## config.mk

```make
export PLATFORM = sky130hd
export DESIGN_NAME = apsp_ctrl
export DESIGN_NICKNAME = d
export VERILOG_FILES = /design/src/sv/apsp_pkg.sv /design/src/sv/apsp_ctrl.sv
export SDC_FILE = /design/constraint.sdc
export NUM_CORES = 1
export LEC_CHECK = 0
export ABC_AREA = 1
export BUFFER_PORTS_ARGS = -buffer_cell sky130_fd_sc_hd__buf_4
export CORE_AREA = 4 4 81 83
export CTS_CLUSTER_DIAMETER = 50
export DETAILED_ROUTE_END_ITERATION = 12
export DIE_AREA = 0 0 85 87
export PLACE_DENSITY = 0.65
export SLEW_MARGIN = 20
export SYNTH_ARGS = -nofsm -noshare
export SYNTH_HDL_FRONTEND = slang
export SYNTH_SLANG_ARGS = --single-unit
export TNS_END_PERCENT = 5
```

## constraint.sdc

```tcl
create_clock -name clock -period 3.1 [get_ports clock]
set_input_delay 0.31 -clock clock [delete_from_list [all_inputs] [get_ports clock]]
set_output_delay 0.31 -clock clock [all_outputs]
set_load 0.03 [all_outputs]
```

## src/sv/apsp_pkg.sv

```systemverilog
// shared types and constants for the all-pairs shortest path engine
package apsp_pkg;

   localparam int MAX_VERTICES_DEF = 32;
   localparam int DIST_W           = 24;
   localparam int HOP_W            = 5;
   localparam int VTX_W            = 5;
   localparam int WEIGHT_W         = 16;
   localparam int OP_W             = 2;
   localparam int CFG_W            = 6;

   localparam logic [DIST_W-1:0] NO_EDGE   = 24'd114514;
   localparam logic [CFG_W-1:0]  CFG_RESET = 6'd32;

   typedef enum logic [OP_W-1:0] {
      OP_CLEAR = 2'd0,
      OP_LOAD  = 2'd1,
      OP_RUN   = 2'd2,
      OP_QUERY = 2'd3
   } op_type;

   typedef struct packed {
      logic load_we;
      logic query_rd;
      logic clear_we;
      logic fetch;
      logic latch;
      logic scan;
      logic rsp_send;
      logic rsp_query;
      logic rsp_outside;
   } cmd_type;

endpackage

```

## src/sv/apsp_ctrl.sv

```systemverilog
// controller: request decode, loop counters and sequencing of clear and relaxation
module apsp_ctrl #(
   parameter int MAX_VERTICES = apsp_pkg::MAX_VERTICES_DEF
) (
   input  logic                                clock,
   input  logic                                reset,
   input  logic                                start,
   input  logic [apsp_pkg::OP_W-1:0]           req_opcode,
   input  logic [apsp_pkg::VTX_W-1:0]          req_source_vertex,
   input  logic [apsp_pkg::VTX_W-1:0]          req_target_vertex,
   input  logic                                csr_write_en,
   input  logic [apsp_pkg::CFG_W-1:0]          csr_write_data,
   output logic                                busy,
   output apsp_pkg::cmd_type                   cmd,
   output logic [$clog2(MAX_VERTICES)-1:0]     idx_i,
   output logic [$clog2(MAX_VERTICES)-1:0]     idx_j,
   output logic [$clog2(MAX_VERTICES)-1:0]     idx_k
);

   localparam int VW    = $clog2(MAX_VERTICES);
   localparam int CNT_W = $clog2(MAX_VERTICES + 1);
   localparam int EXT_W = (VW > apsp_pkg::VTX_W) ? VW : apsp_pkg::VTX_W;
   localparam logic [6:0] MAX_V7 = 7'(MAX_VERTICES);

   typedef enum logic [5:0] {
      ST_IDLE   = 6'b000001,
      ST_CLEAR  = 6'b000010,
      ST_FETCH  = 6'b000100,
      ST_LATCH  = 6'b001000,
      ST_SCAN   = 6'b010000,
      ST_FINISH = 6'b100000
   } state_type;

   state_type                     state_ff, state_in;
   logic [VW-1:0]                 i_ff, i_in, j_ff, j_in, k_ff, k_in;
   logic [apsp_pkg::CFG_W-1:0]    vertex_count_ff, vertex_count_in;

   logic [6:0]                    cnt7, n7;
   logic [CNT_W-1:0]              n, n_m1;
   logic                          n_zero, i_last, j_last, k_last;
   logic [EXT_W-1:0]              src_ext, tgt_ext;
   logic                          in_range;
   apsp_pkg::op_type              op;

   always_comb begin
      vertex_count_in = csr_write_en ? csr_write_data : vertex_count_ff;
   end

   always_comb begin
      cnt7     = {1'b0, vertex_count_ff};
      n7       = (cnt7 > MAX_V7) ? MAX_V7 : cnt7;
      n        = n7[CNT_W-1:0];
      n_m1     = n - CNT_W'(1);
      n_zero   = (n == '0);
      i_last   = (CNT_W'(i_ff) == n_m1);
      j_last   = (CNT_W'(j_ff) == n_m1);
      k_last   = (CNT_W'(k_ff) == n_m1);
      src_ext  = EXT_W'(req_source_vertex);
      tgt_ext  = EXT_W'(req_target_vertex);
      in_range = ({2'b00, req_source_vertex} < MAX_V7) &&
                 ({2'b00, req_target_vertex} < MAX_V7);
      op       = apsp_pkg::op_type'(req_opcode);
   end

   always_comb begin
      state_in = state_ff;
      i_in     = i_ff;
      j_in     = j_ff;
      k_in     = k_ff;
      cmd      = '0;
      idx_i    = i_ff;
      idx_j    = j_ff;
      idx_k    = k_ff;
      unique case (state_ff)
         ST_IDLE: begin
            idx_i = src_ext[VW-1:0];
            idx_j = tgt_ext[VW-1:0];
            if (start) begin
               unique case (op)
                  apsp_pkg::OP_CLEAR: begin
                     i_in = '0;
                     j_in = '0;
                     if (n_zero) begin
                        cmd.rsp_send = 1'b1;
                     end else begin
                        state_in = ST_CLEAR;
                     end
                  end
                  apsp_pkg::OP_LOAD: begin
                     cmd.load_we  = in_range;
                     cmd.rsp_send = 1'b1;
                  end
                  apsp_pkg::OP_RUN: begin
                     i_in = '0;
                     j_in = '0;
                     k_in = '0;
                     if (n_zero) begin
                        cmd.rsp_send = 1'b1;
                     end else begin
                        state_in = ST_FETCH;
                     end
                  end
                  apsp_pkg::OP_QUERY: begin
                     cmd.rsp_send    = 1'b1;
                     cmd.query_rd    = in_range;
                     cmd.rsp_query   = in_range;
                     cmd.rsp_outside = !in_range;
                  end
               endcase
            end
         end
         ST_CLEAR: begin
            cmd.clear_we = 1'b1;
            if (j_last) begin
               j_in = '0;
               if (i_last) begin
                  cmd.rsp_send = 1'b1;
                  state_in     = ST_IDLE;
               end else begin
                  i_in = i_ff + VW'(1);
               end
            end else begin
               j_in = j_ff + VW'(1);
            end
         end
         ST_FETCH: begin
            cmd.fetch = 1'b1;
            state_in  = ST_LATCH;
         end
         ST_LATCH: begin
            cmd.latch = 1'b1;
            j_in      = '0;
            state_in  = ST_SCAN;
         end
         ST_SCAN: begin
            cmd.scan = 1'b1;
            if (j_last) begin
               j_in = '0;
               if (i_last) begin
                  i_in = '0;
                  if (k_last) begin
                     state_in = ST_FINISH;
                  end else begin
                     k_in     = k_ff + VW'(1);
                     state_in = ST_FETCH;
                  end
               end else begin
                  i_in     = i_ff + VW'(1);
                  state_in = ST_FETCH;
               end
            end else begin
               j_in = j_ff + VW'(1);
            end
         end
         ST_FINISH: begin
            cmd.rsp_send = 1'b1;
            state_in     = ST_IDLE;
         end
         default: begin
            state_in = ST_IDLE;
         end
      endcase
   end

   assign busy = (state_ff != ST_IDLE);

   always_ff @(posedge clock) begin
      if (reset) begin
         state_ff        <= ST_IDLE;
         i_ff            <= '0;
         j_ff            <= '0;
         k_ff            <= '0;
         vertex_count_ff <= apsp_pkg::CFG_RESET;
      end else begin
         state_ff        <= state_in;
         i_ff            <= i_in;
         j_ff            <= j_in;
         k_ff            <= k_in;
         vertex_count_ff <= vertex_count_in;
      end
   end

endmodule

```

==> summary.txt <==
Run status
  – Status: finished clean

Setup path
  – Type of the worst setup path: flip-flop to primary output
  – Crit start category: flip-flop
  – Endpoint class of the critical path: primary output
  – Crit-path max cell delay: 0.36 ns
  – Cell Chain, Critical Path: nor2_1, nand3_1, nand2_1, nand2_2, ha_1, inv_1, nand2_1, nand2_1, nand2_1, nand2_1, nand3_1, nor2_2, nand2_2, o311ai_1, buf_4
  – Critical path required time: 2.79 ns
  – Critical Path Most Common Cell: nand2_1
  – R2r startpoint: vertex_count_ff[2]
  – Crit path launch: vertex_count_ff[0]
  – Worst Path Arrival: 2.56 ns
  – CP max stage cell: dfxtp_2
  – Crit Path Max Fanout: 7

Layout
  – Non-filler cells, final: 439
  – Layout Utilization: 0.418
  – Sequential standard cell area: 542 µm²
  – Multi-input combinational cell area: 1260 µm²
  – Filler cell count in the final layout: 621
  – Commonest non-fill, non-tap cell in the layout: nand2_1
  – Most frequent cells in the layout: 86 x nand2_1, 47 x buf_4, 34 x inv_1
  – ANT cells: 0
  – Syn-to-layout area delta: 23.1%
  – Design area: 2450 µm²
  – Layout cells sized above 1: 0.209
  – Number of nets in the layout: 391

CTS
  – Htree depth: 1
  – Maximum clock path buffer count: 2
  – Skew-Pair Late Insertion Delay: 0.28 ns
  – TritonCTS clock tree: built
  – CTS Sinks: 27
  – Post-CTS Hold Buffers: 0
  – Num CTS Buffers: 3
  – Root buf cell: clkbuf_8
  – Postcts setup bufs: 0
  – Clock transition at path regs: 0.09 ns

Synth
  – Largest family of logic cells by synthesized area: simple AND/OR/NAND/NOR gates
  – Synth Register Bits: 27
  – Post-synth top area cell: dfxtp_1
  – Post-synth top flop: dfxtp_1
  – Seq/Total Area, Yosys: 0.272
  – Compound-Gate Fraction of Synth Area: 0.135
  – Syn Area/Cell: 6.21 µm²
  – Synth top area share: 0.272
  – Asr flop ratio synth: 0
  – Top post-synthesis cells by area: dfxtp_1 27%, nand2_1 16%, nand3_1 8.3%
  – Synthesized instance count: 320
  – Synth warnings: 0
  – Syn_nets: 346
  – Synth Area in Simple Gates: 0.420
  – Adder-cell share of the synthesized area: 0.0252
  – Cell Area, Synth: 1990 µm²
  – Xor/xnor share of the synthesized area: 0.0529
  – Number of flops mapped to enable cells by yosys: 0
  – Post-synthesis mux area share: 0
  – Yosys cell types: 35

Flow run
  – Maxcap violations: 0

Drt
  – DR vias: 2141
  – First-pass detailed-route iteration total: 4
  – Total wire length: 5550 µm
  – Vias/cell: 4.88
  – 1st-iter DRT viols: 120
  – DRC viols: 0
  – DRT antenna net count: 0
  – DR WL/cell: 12.6 µm

STA
  – Max Fclk: 0.349 GHz
  – Final setup viols: 0
  – Clock Skew: 0.00133 ns
  – Fin crit period: 2.87 ns
  – Final period util: 0.925
  – Setup TNS: 0 ns
  – Fin. Hold Viols: 0
  – Max_slew headroom: 0.581
  – Worst hold margin: 0.244 ns
  – Unrepaired setup endpoints after global routing: no
  – Slew at the pin with the worst max-slew slack: 0.620 ns
  – Slew Limit Fails: 0

Place
  – Gp weighted congestion: 0.931
  – I/O Buffers: 45
  – Placed cells: 435
  – Cell Area, Placed: 2400 µm²
  – Half-perimeter wire length after placement: 4430 µm

Power
  – P_leak: 1.18 nW
  – VDD IR max: 0.283 mV
  – PwrDens: 689 nW/µm²

Global routing
  – GR Util All Layers: 0.162
  – Vias in the first global route: 2179
  – First-pass GRT wire length: 9740 µm
  – Pin count of the biggest net entering global routing: 23
  – Overflow after GRT: 0
  – Antenna violations before repair: 0

Die
  – Die area: 7400 µm²
  – IO Count: 47
  – Die height: 87 µm
  – Initial Util: 0.340
  – Core Region: 5850 µm²
  – Row cnt: 28
  – Die X: 85 µm

Worst hold path
  – Min-delay worst type: input pin to flip-flop
  – Hold Startpoint: csr_write_data[5]
sequential cells by signal, indices dropped and copies added (netlist names):
register         flops
j_ff                 5
idx_k                5
vertex_count_ff      6
state_ff             6
i_ff                 5
cell usage after synthesis (4+ instances only):
cell type	n
nand2_1	86
inv_1	34
nand3_1	33
nor2_1	30
dfxtp_1	27
o21ai_0	25
a21oi_1	19
xor2_1	11
inv_2	6
nand2_2	5
nand4_1	5
clkbuf_1	4
ha_1	4
layer usage:
metal | track usage | vias to the layer above | part of all wire
li1 | - | 1128 | -
met1 | 0.209 | 947 | 0.46
met2 | 0.273 | 61 | 0.46
met3 | 0.0208 | 5 | 0.064
met4 | 0.0633 | 0 | 0.014
met5 | 0 | - | 0
cell families after synthesis:
group | count (synthesis)
simple gates | 179
compound gates | 50
buf+inv | 47
flops | 27
xor+xnor | 12
fa+ha+maj | 4
other cells | 1
through the flow:
| stage | setup slack (ns) | power (W) |
|---|---|---|
| after CTS | 0.204 | 0.00170 |
| after global placement | 0.535 | 0.00148 |
| after detailed placement | 0.529 | 0.00149 |
| final | 0.231 | 0.00169 |
| after global routing | 0.00683 | 0.00184 |
| after floorplan | 0.351 | 0.00119 |
area by class of cell:
| class | instances | area share |
|---|---|---|
| Inverter | 40 | 0.0614 |
| Sequential cell | 27 | 0.221 |
| Clock inverter | 1 | 0.00205 |
| Clock buffer | 3 | 0.0169 |
| Timing Repair Buffer | 47 | 0.144 |
| Tap cell | 75 | 0.0384 |
| Multi-Input combinational cell | 246 | 0.516 |
final timing paths:
| check | endpoint | slack [ns] | cells past startpoint |
|---|---|---|---|
| min reg2reg | vertex_count_ff[4] | 0.51 | 2 |
| min | vertex_count_ff[5] | 0.24 | 3 |
| max | cmd[2] | 0.23 | 15 |
| max reg2reg | i_ff[1] | 0.59 | 18 |
what timing repair did:
item,CTS,global route
resized for setup,0,1
setup endpoints to repair,0,1
endpoints found under the hold margin,0,0
report_power, final:
part / switching [W] / total [W] / leakage (nW) / internal, W
sequential: 0.0000668 / 0.000462 / 0.221 / 0.000395
clock: 0.000118 / 0.000208 / 0.0255 / 0.0000905
combinational: 0.000681 / 0.00102 / 0.931 / 0.000336
total: 0.000865 / 0.00169 / 1.18 / 0.000821
worst max-delay path, delay by kind of cell, from the launching register on:
| kind | cells | cell delay [ns] |
|---|---|---|
| AND/OR/NAND/NOR | 11 | 1.09 |
| AO/OA/AOI/OAI | 1 | 0.25 |
| adder cells (fa/ha/maj) | 1 | 0.27 |
| flip-flops | 1 | 0.36 |
| buffers and inverters | 2 | 0.30 |
Power figures use the tool's default switching activity.
